[src/fct_pkg.sv]
// ----------------------------------------------------------------------------
// fct_pkg: fragment coverage tracker shared definitions
// Sizes, status codes, and the command/status bundles between controller
// and datapath.
// ----------------------------------------------------------------------------
`default_nettype none

package fct_pkg;

  localparam int MAX_CHUNKS = 16;
  localparam int LEN_BITS   = 32;
  localparam int IDX_W      = $clog2(MAX_CHUNKS);
  localparam int CNT_W      = $clog2(MAX_CHUNKS + 1);
  localparam int END_W      = LEN_BITS + 1;
  localparam int HELD_W     = 5;

  typedef logic [LEN_BITS-1:0] len_t;
  typedef logic [END_W-1:0]    end_t;
  typedef logic [CNT_W-1:0]    cnt_t;
  typedef logic [IDX_W-1:0]    idx_t;

  localparam cnt_t MAX_CNT = cnt_t'(MAX_CHUNKS);
  localparam cnt_t CNT_ONE = cnt_t'(1);

  localparam logic [1:0] ST_STORED = 2'd0;
  localparam logic [1:0] ST_DUP    = 2'd1;
  localparam logic [1:0] ST_FULL   = 2'd2;

  typedef struct packed {
    logic load;
    logic scan_rd;
    logic decide;
    logic shift_rd;
    logic ins;
    logic walk_init;
    logic walk_rd;
    logic out_load;
  } ctl_cmd_t;

  typedef struct packed {
    logic more_rd;
    logic more_shift;
    logic ins_go;
  } ctl_sts_t;

  typedef struct packed {
    logic [1:0]        status;
    logic              first_seen_now;
    logic              last_seen_now;
    logic              complete;
    logic              all_verified;
    logic [HELD_W-1:0] chunks_held;
  } fct_res_t;

endpackage

`default_nettype wire

[src/fct_ifs.sv]
// ----------------------------------------------------------------------------
// fct_ifs: fragment coverage tracker channels
// Fragment input, result output, and total-length configuration channels.
// ----------------------------------------------------------------------------
`default_nettype none

interface fct_in_if;
  logic           valid;
  logic           ready;
  fct_pkg::len_t  frag_offset;
  fct_pkg::len_t  frag_length;
  logic           verified;

  modport source (output valid, output frag_offset, output frag_length, output verified,
                  input ready);
  modport sink (input valid, input frag_offset, input frag_length, input verified,
                output ready);
endinterface

interface fct_out_if;
  logic                       valid;
  logic                       ready;
  logic [1:0]                 status;
  logic                       first_seen_now;
  logic                       last_seen_now;
  logic                       complete;
  logic                       all_verified;
  logic [fct_pkg::HELD_W-1:0] chunks_held;

  modport source (output valid, output status, output first_seen_now,
                  output last_seen_now, output complete, output all_verified,
                  output chunks_held, input ready);
  modport sink (input valid, input status, input first_seen_now,
                input last_seen_now, input complete, input all_verified,
                input chunks_held, output ready);
endinterface

interface fct_cfg_if;
  logic          valid;
  logic          ready;
  fct_pkg::len_t data;

  modport source (output valid, output data, input ready);
  modport sink (input valid, input data, output ready);
endinterface

`default_nettype wire

[src/fct_ctrl.sv]
// ----------------------------------------------------------------------------
// fct_ctrl: fragment coverage tracker controller
// Sequences the table scan, insert shift, coverage walk and result handoff.
// ----------------------------------------------------------------------------
`default_nettype none

module fct_ctrl (
  input  wire logic              clk,
  input  wire logic              rst_n,
  input  wire logic              in_valid,
  output logic                   in_ready,
  output logic                   out_valid,
  input  wire logic              out_ready,
  input  wire fct_pkg::ctl_sts_t sts,
  output fct_pkg::ctl_cmd_t      cmd
);

  localparam logic [2:0] S_IDLE   = 3'd0;
  localparam logic [2:0] S_SCAN   = 3'd1;
  localparam logic [2:0] S_DECIDE = 3'd2;
  localparam logic [2:0] S_SHIFT  = 3'd3;
  localparam logic [2:0] S_INS    = 3'd4;
  localparam logic [2:0] S_WALK   = 3'd5;
  localparam logic [2:0] S_DONE   = 3'd6;

  logic [2:0] state_r, state_nxt;
  logic       out_valid_r, out_valid_nxt;

  assign in_ready  = (state_r == S_IDLE);
  assign out_valid = out_valid_r;

  always_comb begin
    state_nxt     = state_r;
    out_valid_nxt = out_valid_r && !out_ready;
    cmd           = '0;
    unique case (state_r)
      S_IDLE: begin
        if (in_valid) begin
          cmd.load  = 1'b1;
          state_nxt = S_SCAN;
        end
      end
      S_SCAN: begin
        if (sts.more_rd) begin
          cmd.scan_rd = 1'b1;
        end else begin
          state_nxt = S_DECIDE;
        end
      end
      S_DECIDE: begin
        cmd.decide = 1'b1;
        if (sts.ins_go) begin
          state_nxt = S_SHIFT;
        end else begin
          cmd.walk_init = 1'b1;
          state_nxt     = S_WALK;
        end
      end
      S_SHIFT: begin
        if (sts.more_shift) begin
          cmd.shift_rd = 1'b1;
        end else begin
          state_nxt = S_INS;
        end
      end
      S_INS: begin
        cmd.ins       = 1'b1;
        cmd.walk_init = 1'b1;
        state_nxt     = S_WALK;
      end
      S_WALK: begin
        if (sts.more_rd) begin
          cmd.walk_rd = 1'b1;
        end else begin
          state_nxt = S_DONE;
        end
      end
      S_DONE: begin
        if (!out_valid_r || out_ready) begin
          cmd.out_load  = 1'b1;
          out_valid_nxt = 1'b1;
          state_nxt     = S_IDLE;
        end
      end
      default: begin
        state_nxt = S_IDLE;
      end
    endcase
  end

  always_ff @(posedge clk) begin
    if (!rst_n) begin
      state_r     <= S_IDLE;
      out_valid_r <= 1'b0;
    end else begin
      state_r     <= state_nxt;
      out_valid_r <= out_valid_nxt;
    end
  end

endmodule

`default_nettype wire

[src/fct_datapath.sv]
// ----------------------------------------------------------------------------
// fct_datapath: fragment coverage tracker datapath
// Chunk table memory, scan accumulators, shift pipeline, coverage walk and
// result register.
// ----------------------------------------------------------------------------
`default_nettype none

module fct_datapath (
  input  wire logic              clk,
  input  wire logic              rst_n,
  input  wire fct_pkg::ctl_cmd_t cmd,
  output fct_pkg::ctl_sts_t      sts,
  input  wire fct_pkg::len_t     in_offset,
  input  wire fct_pkg::len_t     in_length,
  input  wire logic              in_verified,
  input  wire logic              cfg_we,
  input  wire fct_pkg::len_t     cfg_data,
  output fct_pkg::fct_res_t      res
);

  fct_pkg::len_t mem_start [fct_pkg::MAX_CHUNKS];
  fct_pkg::len_t mem_size  [fct_pkg::MAX_CHUNKS];

  fct_pkg::len_t     total_r;
  fct_pkg::len_t     off_r;
  fct_pkg::len_t     len_r;
  fct_pkg::end_t     fe_r;
  fct_pkg::cnt_t     cnt_r;
  fct_pkg::cnt_t     idx_r;
  fct_pkg::cnt_t     pos_r;
  logic              cov_r;
  logic              pres_r;
  logic              scan_vld_r;
  logic              shift_vld_r;
  logic              walk_vld_r;
  fct_pkg::idx_t     wa_r;
  fct_pkg::len_t     rd_start_r;
  fct_pkg::len_t     rd_size_r;
  fct_pkg::end_t     walk_r;
  logic              gap_r;
  logic              first_done_r;
  logic              last_done_r;
  logic              ver_r;
  logic [1:0]        status_r;
  logic              first_now_r;
  logic              last_now_r;
  fct_pkg::fct_res_t res_r;

  fct_pkg::cnt_t idx_m1;
  fct_pkg::idx_t rd_addr;
  fct_pkg::end_t ce;
  logic          covers;
  logic          ahead;
  logic          same;
  logic          full;
  logic [1:0]    dec_status;
  logic          stored;
  logic          first_hit;
  logic          last_hit;

  assign idx_m1  = idx_r - fct_pkg::CNT_ONE;
  assign rd_addr = cmd.shift_rd ? idx_m1[fct_pkg::IDX_W-1:0] : idx_r[fct_pkg::IDX_W-1:0];

  assign ce     = {1'b0, rd_start_r} + {1'b0, rd_size_r};
  assign covers = (rd_start_r <= off_r) && ({1'b0, off_r} < ce) && (fe_r <= ce);
  assign ahead  = (rd_start_r < off_r) || ((rd_start_r == off_r) && (rd_size_r < len_r));
  assign same   = (rd_start_r == off_r) && (rd_size_r == len_r);

  assign full = (cnt_r >= fct_pkg::MAX_CNT);

  always_comb begin
    if (cov_r) begin
      dec_status = fct_pkg::ST_DUP;
    end else if (pres_r) begin
      dec_status = fct_pkg::ST_STORED;
    end else if (full) begin
      dec_status = fct_pkg::ST_FULL;
    end else begin
      dec_status = fct_pkg::ST_STORED;
    end
  end

  assign stored    = (dec_status == fct_pkg::ST_STORED);
  assign first_hit = stored && !first_done_r && (off_r == '0);
  assign last_hit  = stored && !last_done_r && (fe_r == {1'b0, total_r});

  assign sts.more_rd    = (idx_r < cnt_r);
  assign sts.more_shift = (idx_r > pos_r);
  assign sts.ins_go     = !cov_r && !pres_r && !full;

  assign res = res_r;

  always_ff @(posedge clk) begin
    if (shift_vld_r) begin
      mem_start[wa_r] <= rd_start_r;
      mem_size[wa_r]  <= rd_size_r;
    end else if (cmd.ins) begin
      mem_start[pos_r[fct_pkg::IDX_W-1:0]] <= off_r;
      mem_size[pos_r[fct_pkg::IDX_W-1:0]]  <= len_r;
    end
    rd_start_r <= mem_start[rd_addr];
    rd_size_r  <= mem_size[rd_addr];
  end

  always_ff @(posedge clk) begin
    if (cmd.load) begin
      off_r <= in_offset;
      len_r <= in_length;
      fe_r  <= {1'b0, in_offset} + {1'b0, in_length};
    end
    wa_r <= idx_r[fct_pkg::IDX_W-1:0];
    if (cmd.walk_init) begin
      walk_r <= '0;
    end else if (walk_vld_r && (ce > walk_r)) begin
      walk_r <= ce;
    end
    if (cmd.decide) begin
      status_r    <= dec_status;
      first_now_r <= first_hit;
      last_now_r  <= last_hit;
    end
    if (cmd.out_load) begin
      res_r.status         <= status_r;
      res_r.first_seen_now <= first_now_r;
      res_r.last_seen_now  <= last_now_r;
      res_r.complete       <= !gap_r && (walk_r >= {1'b0, total_r});
      res_r.all_verified   <= ver_r;
      res_r.chunks_held    <= fct_pkg::HELD_W'(cnt_r);
    end
  end

  always_ff @(posedge clk) begin
    if (!rst_n) begin
      total_r      <= '0;
      cnt_r        <= '0;
      idx_r        <= '0;
      pos_r        <= '0;
      cov_r        <= 1'b0;
      pres_r       <= 1'b0;
      scan_vld_r   <= 1'b0;
      shift_vld_r  <= 1'b0;
      walk_vld_r   <= 1'b0;
      gap_r        <= 1'b0;
      first_done_r <= 1'b0;
      last_done_r  <= 1'b0;
      ver_r        <= 1'b1;
    end else begin
      scan_vld_r  <= cmd.scan_rd;
      shift_vld_r <= cmd.shift_rd;
      walk_vld_r  <= cmd.walk_rd;

      if (cfg_we) begin
        total_r <= cfg_data;
      end

      if (cmd.load || cmd.walk_init) begin
        idx_r <= '0;
      end else if (cmd.decide && sts.ins_go) begin
        idx_r <= cnt_r;
      end else if (cmd.scan_rd || cmd.walk_rd) begin
        idx_r <= idx_r + fct_pkg::CNT_ONE;
      end else if (cmd.shift_rd) begin
        idx_r <= idx_m1;
      end

      if (cmd.load) begin
        cov_r  <= 1'b0;
        pres_r <= 1'b0;
        pos_r  <= '0;
        ver_r  <= ver_r & in_verified;
      end else if (scan_vld_r) begin
        cov_r  <= cov_r | covers;
        pres_r <= pres_r | same;
        pos_r  <= pos_r + fct_pkg::cnt_t'(ahead);
      end

      if (cmd.decide) begin
        first_done_r <= first_done_r | first_hit;
        last_done_r  <= last_done_r | last_hit;
      end

      if (cmd.ins) begin
        cnt_r <= cnt_r + fct_pkg::CNT_ONE;
      end

      if (cmd.walk_init) begin
        gap_r <= 1'b0;
      end else if (walk_vld_r && ({1'b0, rd_start_r} > walk_r)) begin
        gap_r <= 1'b1;
      end
    end
  end

endmodule

`default_nettype wire

[src/fragment_coverage_tracker_top.sv]
// ----------------------------------------------------------------------------
// fragment_coverage_tracker_top: fragment reassembly coverage tracker
// Keeps a sorted table of received byte ranges and reports, per fragment,
// duplicate/stored/full status, first/last arrival, completeness and the
// running verification flag.
// ----------------------------------------------------------------------------
// Usage:
//   in_ch  : one beat per fragment (frag_offset, frag_length, verified).
//   out_ch : one result beat per fragment, in arrival order.
//   cfg_ch : writes total_length; always ready, write only while idle.
// Sequence: after accept the block scans every held chunk; a fragment to be
//   inserted then shifts the entries behind its insert position up one slot
//   and is written in place. The walk then reads every held chunk to check
//   that the ranges join up from zero to total_length, the result is loaded
//   and the block returns to idle. The run time is set by the single read
//   port of the chunk table: one entry per cycle for the scan, the shift and
//   the walk.
// Throughput: one fragment at a time; in_ch.ready is high only when idle.
// The result sits in an output register, so the next fragment is accepted
//   while it waits; a stalled receiver holds the block only when the
//   following result is ready to be loaded.
// Reset: clears the chunk count, arrival flags and total_length, and sets
//   the verified flag; table contents are not cleared.
// ----------------------------------------------------------------------------
`default_nettype none

module fragment_coverage_tracker_top (
  input wire logic  clk,
  input wire logic  rst_n,
  fct_in_if.sink    in_ch,
  fct_out_if.source out_ch,
  fct_cfg_if.sink   cfg_ch
);

  fct_pkg::ctl_cmd_t cmd;
  fct_pkg::ctl_sts_t sts;
  fct_pkg::fct_res_t res;

  assign cfg_ch.ready = 1'b1;

  fct_ctrl u_ctrl (
    .clk       (clk),
    .rst_n     (rst_n),
    .in_valid  (in_ch.valid),
    .in_ready  (in_ch.ready),
    .out_valid (out_ch.valid),
    .out_ready (out_ch.ready),
    .sts       (sts),
    .cmd       (cmd)
  );

  fct_datapath u_dp (
    .clk         (clk),
    .rst_n       (rst_n),
    .cmd         (cmd),
    .sts         (sts),
    .in_offset   (in_ch.frag_offset),
    .in_length   (in_ch.frag_length),
    .in_verified (in_ch.verified),
    .cfg_we      (cfg_ch.valid),
    .cfg_data    (cfg_ch.data),
    .res         (res)
  );

  assign out_ch.status         = res.status;
  assign out_ch.first_seen_now = res.first_seen_now;
  assign out_ch.last_seen_now  = res.last_seen_now;
  assign out_ch.complete       = res.complete;
  assign out_ch.all_verified   = res.all_verified;
  assign out_ch.chunks_held    = res.chunks_held;

endmodule

`default_nettype wire

[src/flat_wrapper.sv]
// flat-port wrapper written by rule: the top's interface ports become plain ports
module fragment_coverage_tracker_top_flat 
  (clk, rst_n, in_ch_valid, in_ch_frag_offset, in_ch_frag_length, in_ch_verified, in_ch_ready, out_ch_valid, out_ch_status, out_ch_first_seen_now, out_ch_last_seen_now, out_ch_complete, out_ch_all_verified, out_ch_chunks_held, out_ch_ready, cfg_ch_valid, cfg_ch_data, cfg_ch_ready);
  fct_in_if in_ch_i ();
  fct_out_if out_ch_i ();
  fct_cfg_if cfg_ch_i ();
  input wire logic clk;
  input wire logic rst_n;
  input wire logic [$bits(in_ch_i.valid)-1:0] in_ch_valid;
  input wire logic [$bits(in_ch_i.frag_offset)-1:0] in_ch_frag_offset;
  input wire logic [$bits(in_ch_i.frag_length)-1:0] in_ch_frag_length;
  input wire logic [$bits(in_ch_i.verified)-1:0] in_ch_verified;
  output wire logic [$bits(in_ch_i.ready)-1:0] in_ch_ready;
  output wire logic [$bits(out_ch_i.valid)-1:0] out_ch_valid;
  output wire logic [$bits(out_ch_i.status)-1:0] out_ch_status;
  output wire logic [$bits(out_ch_i.first_seen_now)-1:0] out_ch_first_seen_now;
  output wire logic [$bits(out_ch_i.last_seen_now)-1:0] out_ch_last_seen_now;
  output wire logic [$bits(out_ch_i.complete)-1:0] out_ch_complete;
  output wire logic [$bits(out_ch_i.all_verified)-1:0] out_ch_all_verified;
  output wire logic [$bits(out_ch_i.chunks_held)-1:0] out_ch_chunks_held;
  input wire logic [$bits(out_ch_i.ready)-1:0] out_ch_ready;
  input wire logic [$bits(cfg_ch_i.valid)-1:0] cfg_ch_valid;
  input wire logic [$bits(cfg_ch_i.data)-1:0] cfg_ch_data;
  output wire logic [$bits(cfg_ch_i.ready)-1:0] cfg_ch_ready;
  assign in_ch_i.valid = in_ch_valid;
  assign in_ch_i.frag_offset = in_ch_frag_offset;
  assign in_ch_i.frag_length = in_ch_frag_length;
  assign in_ch_i.verified = in_ch_verified;
  assign in_ch_ready = in_ch_i.ready;
  assign out_ch_valid = out_ch_i.valid;
  assign out_ch_status = out_ch_i.status;
  assign out_ch_first_seen_now = out_ch_i.first_seen_now;
  assign out_ch_last_seen_now = out_ch_i.last_seen_now;
  assign out_ch_complete = out_ch_i.complete;
  assign out_ch_all_verified = out_ch_i.all_verified;
  assign out_ch_chunks_held = out_ch_i.chunks_held;
  assign out_ch_i.ready = out_ch_ready;
  assign cfg_ch_i.valid = cfg_ch_valid;
  assign cfg_ch_i.data = cfg_ch_data;
  assign cfg_ch_ready = cfg_ch_i.ready;
  fragment_coverage_tracker_top u_core (.clk(clk), .rst_n(rst_n), .in_ch(in_ch_i), .out_ch(out_ch_i), .cfg_ch(cfg_ch_i));
endmodule
[config.mk]
export PLATFORM = sky130hd
export DESIGN_NAME = fragment_coverage_tracker_top_flat
export DESIGN_NICKNAME = d
export VERILOG_FILES = /design/src/fct_pkg.sv /design/src/fct_ifs.sv /design/src/fct_ctrl.sv /design/src/fct_datapath.sv /design/src/fragment_coverage_tracker_top.sv /design/src/flat_wrapper.sv
export SDC_FILE = /design/constraint.sdc
export NUM_CORES = 2
export LEC_CHECK = 0
export BUFFER_PORTS_ARGS = -buffer_cell sky130_fd_sc_hd__buf_2
export CORE_MARGIN = 5
export CORE_UTILIZATION = 57
export CTS_CLUSTER_DIAMETER = 80
export DETAILED_ROUTE_END_ITERATION = 10
export GPL_TIMING_DRIVEN = 0
export PLACE_DENSITY = 0.76
export SLEW_MARGIN = 10
export SYNTH_ARGS = -nofsm -noshare
export SYNTH_HDL_FRONTEND = slang
export SYNTH_HIERARCHICAL = 1
export SYNTH_SLANG_ARGS = --single-unit
export TNS_END_PERCENT = 100
[constraint.sdc]
create_clock -name clk -period 5.4 [get_ports clk]
set_clock_uncertainty 0.2 [all_clocks]
set_input_delay 1.08 -clock clk [delete_from_list [all_inputs] [get_ports clk]]
set_output_delay 1.08 -clock clk [all_outputs]
set_load 0.02 [all_outputs]
==> summary.txt <==
GLOBAL ROUTING
--------------------------------------------------------------------------------
Global routing usage summed across all routing layers .............        30.4%
Via count of the first global-routing pass ........................        33962
Pin count of the biggest net entering global routing ..............           58
Global-route wire length before repair ............................    233000 um
Number of antenna violations at the first check in global routing .            3
Gr ovfl total .....................................................            0

WORST HOLD PATH
--------------------------------------------------------------------------------
Worst hold stages .................................................            0
Class of the most critical hold timing path .......................   reg -> reg

DETAILED ROUTING
--------------------------------------------------------------------------------
First-pass detailed-route iteration total .........................            9
Number of DRC violations after detailed routing ...................            0
Via count normalized by instance count ............................         6.63
Antenna violation net count after detailed routing ................            0
Drt wl/cell .......................................................      31.3 um
Drt first-iter violations .........................................         4814
Detailed-route via count ..........................................        34368
Total Routed Length ...............................................    162000 um

CLOCK NETWORK
--------------------------------------------------------------------------------
Clk_lat worst skew ................................................      0.76 ns
H-tree levels .....................................................            4
CTS tree ..........................................................          yes
Clock tree sinks ..................................................         1297
Number of clock buffers inserted by TritonCTS .....................          131
Maximum buffer depth of the clock tree ............................            3
Clock-pin transition on the worst setup and hold timing paths .....      0.06 ns
Root Buffer ....................................................... sky130_fd_sc_hd__clkbuf_16

CELLS AND AREA
--------------------------------------------------------------------------------
Final net count ...................................................         4185
Multi-input gate area in the final layout .........................  18500 sq um
Final design area excluding fillers ...............................  65200 sq um
Fill cell total of the finished layout ............................         6533
Proportion of layout cells with a drive suffix above 1 ............        21.7%
Most common cell after layout, fill and taps aside ................ sky130_fd_sc_hd__edfxtp_1
Number of cells in the finished layout apart from fillers .........         5180
Commonest cells after routing, fill and taps aside ................ sky130_fd_sc_hd__edfxtp_1 (1136), sky130_fd_sc_hd__mux4_2 (320), sky130_fd_sc_hd__ha_1 (298)
Layout overhead on the synthesized area ...........................        14.7%
FF+latch area .....................................................  37300 sq um

SYNTHESIS
--------------------------------------------------------------------------------
Asr flop ratio synth ..............................................           0%
Number of flops mapped to enable cells by yosys ...................         1136
Yosys reg bits ....................................................         1297
Warnings, synthesis ...............................................            6
Summed instance area of the synthesized netlist ...................  56800 sq um
Library cells used by synthesis ...................................           82
Mean instance size in the synthesized netlist .....................   16.5 sq um
Top flip-flop cell by instance count after synthesis .............. sky130_fd_sc_hd__edfxtp_1
Gate count after technology mapping ...............................         3452
Portion of the post-synthesis area used by sequential elements ....        65.7%
Syn Nets ..........................................................         3854

FLOORPLANNING
--------------------------------------------------------------------------------
Row count .........................................................          115
Area of the placeable core ........................................  98700 sq um
Chip width ........................................................       326 um
Area of the die ................................................... 106000 sq um
Starting Density ..................................................        57.6%
Die Span Y ........................................................       326 um
I/O pins ..........................................................          116

JOB
--------------------------------------------------------------------------------
# Max-Cap Violations ..............................................            0

TIMING
--------------------------------------------------------------------------------
Final max-slew violation count ....................................            0
Worst Max-Slew Pin Slew ...........................................      1.28 ns
Worst slew margin relative to its limit ...........................        14.9%
Post-route fraction of the period consumed by the critical path ...        98.3%
Final hold vios ...................................................            0
Final setup vio count .............................................            0
Maximum frequency from static timing analysis .....................      188 MHz
Final Critical Period .............................................      5.31 ns
Final critical-path setup slack ...................................    0.0918 ns

PLACE
--------------------------------------------------------------------------------
Number of port buffers ............................................          113
Placed standard-cell area .........................................  60500 sq um
Placed cell count .................................................         4933
Placer's final routability congestion estimate ....................        0.964
Placed wire-length estimate .......................................    114000 um
Placement-stage worst setup slack .................................    -0.481 ns

WORST SETUP PATH
--------------------------------------------------------------------------------
FF-to-FF path depth ...............................................           14
Largest driver fanout on the critical path ........................            3
Data arrival, critical path .......................................      5.74 ns
Kind of start point of the critical path ..........................         flop
Critical Path RT ..................................................      5.84 ns
Setup Crit Path Kind ..............................................   reg -> reg
Endpoint kind of the worst setup timing path ......................         flop

PWR
--------------------------------------------------------------------------------
Worst ir drop on vdd ..............................................       354 uV
P per Cell Area ...................................................  388 nW/um^2
Cell leakage power ................................................      23.4 nW

OUTCOME
--------------------------------------------------------------------------------
Run status ........................................................    completed

==> final timing paths <==
kind                               startpoint                           endpoint  slack, ns
min          u_core/u_dp/last_now_r$_DFFE_PP_       u_core/u_dp/res[7]$_DFFE_PP_       0.23
min reg2reg  u_core/u_dp/last_now_r$_DFFE_PP_       u_core/u_dp/res[7]$_DFFE_PP_       0.23
max reg2reg   u_core/u_dp/off_r[25]$_DFFE_PP_  u_core/u_dp/pos_r[4]$_SDFFE_PP0P_       0.09
max           u_core/u_dp/off_r[25]$_DFFE_PP_  u_core/u_dp/pos_r[4]$_SDFFE_PP0P_       0.09
==> synthesized netlist by cell type, types with 19 or more instances <==
cell type	n	share of area (%)
sky130_fd_sc_hd__a21o_1	72	0.95
sky130_fd_sc_hd__a21oi_1	162	1.4
sky130_fd_sc_hd__buf_1	30	0.20
sky130_fd_sc_hd__buf_2	22	0.19
sky130_fd_sc_hd__clkbuf_1	61	0.40
sky130_fd_sc_hd__dfxtp_1	161	5.7
sky130_fd_sc_hd__edfxtp_1	1136	60
sky130_fd_sc_hd__ha_1	298	6.6
sky130_fd_sc_hd__inv_1	203	1.3
sky130_fd_sc_hd__mux2i_1	37	0.65
sky130_fd_sc_hd__mux4_2	320	13
sky130_fd_sc_hd__nand2_1	132	0.87
sky130_fd_sc_hd__nand2b_1	19	0.21
sky130_fd_sc_hd__nand3_1	65	0.57
sky130_fd_sc_hd__nand4_1	56	0.62
sky130_fd_sc_hd__nor2_1	130	0.86
sky130_fd_sc_hd__nor2b_1	29	0.32
sky130_fd_sc_hd__nor3_1	37	0.33
sky130_fd_sc_hd__o211ai_1	19	0.25
sky130_fd_sc_hd__o21a_1	25	0.33
sky130_fd_sc_hd__o21ai_0	144	1.3
sky130_fd_sc_hd__xnor2_1	76	1.2
==> timing repair <==
action | in CTS | in global routing
setup endpoints to repair | 98 | 98
endpoints found under the hold margin | 0 | 0
hold buffers | 0 | 0
gates resized for setup | 55 | 57
buffers inserted | 0 | 2
pin swaps | 0 | 1
==> layout make-up <==
class                   instances  area share (%)
plain buffers                 120           0.998
multi-input cells            1832            28.3
clock buffers                 172            5.52
well taps                    1287            2.47
diodes                          2         0.00768
flip-flops and latches       1297            57.3
repair buffers                198            2.99
inverters                     203            1.17
clock inverters                69            1.26
==> through the flow <==
stage          setup TNS, ns  total power [mW]  utilization, %  hold slack, ns
5_1_grt              -0.0275              26.3            66.0           0.238
6_report                   0              25.3            66.1           0.232
4_1_cts             -0.00511              25.3            66.0           0.227
3_3_place_gp        -4511.60              16.0            59.8           0.205
2_1_floorplan              0              14.7               -           0.200
3_5_place_dp          -31.66              16.1            61.3           0.212
==> worst max-delay path, cell delays in order (launching register included) <==
cell                       delay [ns]
sky130_fd_sc_hd__edfxtp_1        0.58
sky130_fd_sc_hd__inv_1           0.14
sky130_fd_sc_hd__ha_1            0.33
sky130_fd_sc_hd__nand4_1         0.09
sky130_fd_sc_hd__or2_2           0.31
sky130_fd_sc_hd__nor4_1          0.77
sky130_fd_sc_hd__nand4_1         0.67
sky130_fd_sc_hd__nor2_1          0.23
sky130_fd_sc_hd__o311ai_0        0.32
sky130_fd_sc_hd__o31ai_1         0.65
sky130_fd_sc_hd__ha_1            0.31
sky130_fd_sc_hd__ha_1            0.18
sky130_fd_sc_hd__nand4_1         0.13
sky130_fd_sc_hd__xnor2_1         0.21
sky130_fd_sc_hd__nor2_1          0.05
==> layer usage <==
layer / track usage [%] / wire (um)
met2: 46.8 / 74400
met4: 11.3 / 6520
met3: 7.01 / 19900
met5: 0 / 0
met1: 43.2 / 61400
==> registers in the layout (all words and copies together), names as in the netlist, 2 cells and up <==
name,count
u_core/u_dp/mem_size,512
u_core/u_dp/mem_start,512
u_core/u_dp/fe_r,33
u_core/u_dp/walk_r,33
u_core/u_dp/len_r,32
u_core/u_dp/off_r,32
u_core/u_dp/rd_size_r,32
u_core/u_dp/rd_start_r,32
u_core/u_dp/total_r,32
u_core/u_dp/res,11
u_core/u_dp/cnt_r,5
u_core/u_dp/idx_r,5
u_core/u_dp/pos_r,5
u_core/u_dp/wa_r,4
u_core/u_ctrl/state_r,3
u_core/u_dp/status_r,2
==> kinds of logic after synthesis <==
logic type / Yosys count / share of synthesized area, %
AND/OR/NAND/NOR: 544 / 4.72
adder cells (fa/ha/maj): 302 / 6.67
other: 1 / 0.00660
AO/OA/AOI/OAI: 534 / 5.90
flip-flops: 1297 / 65.7
XOR/XNOR: 92 / 1.42
buffers and inverters: 323 / 2.21
multiplexers: 359 / 13.4
==> where the power goes <==
group	internal (mW)	total, mW	switching (mW)
combinational	1.65	4.25	2.60
clock	5.30	9.24	3.94
sequential	11.5	11.8	0.357
Power figures use the tool's default switching activity.
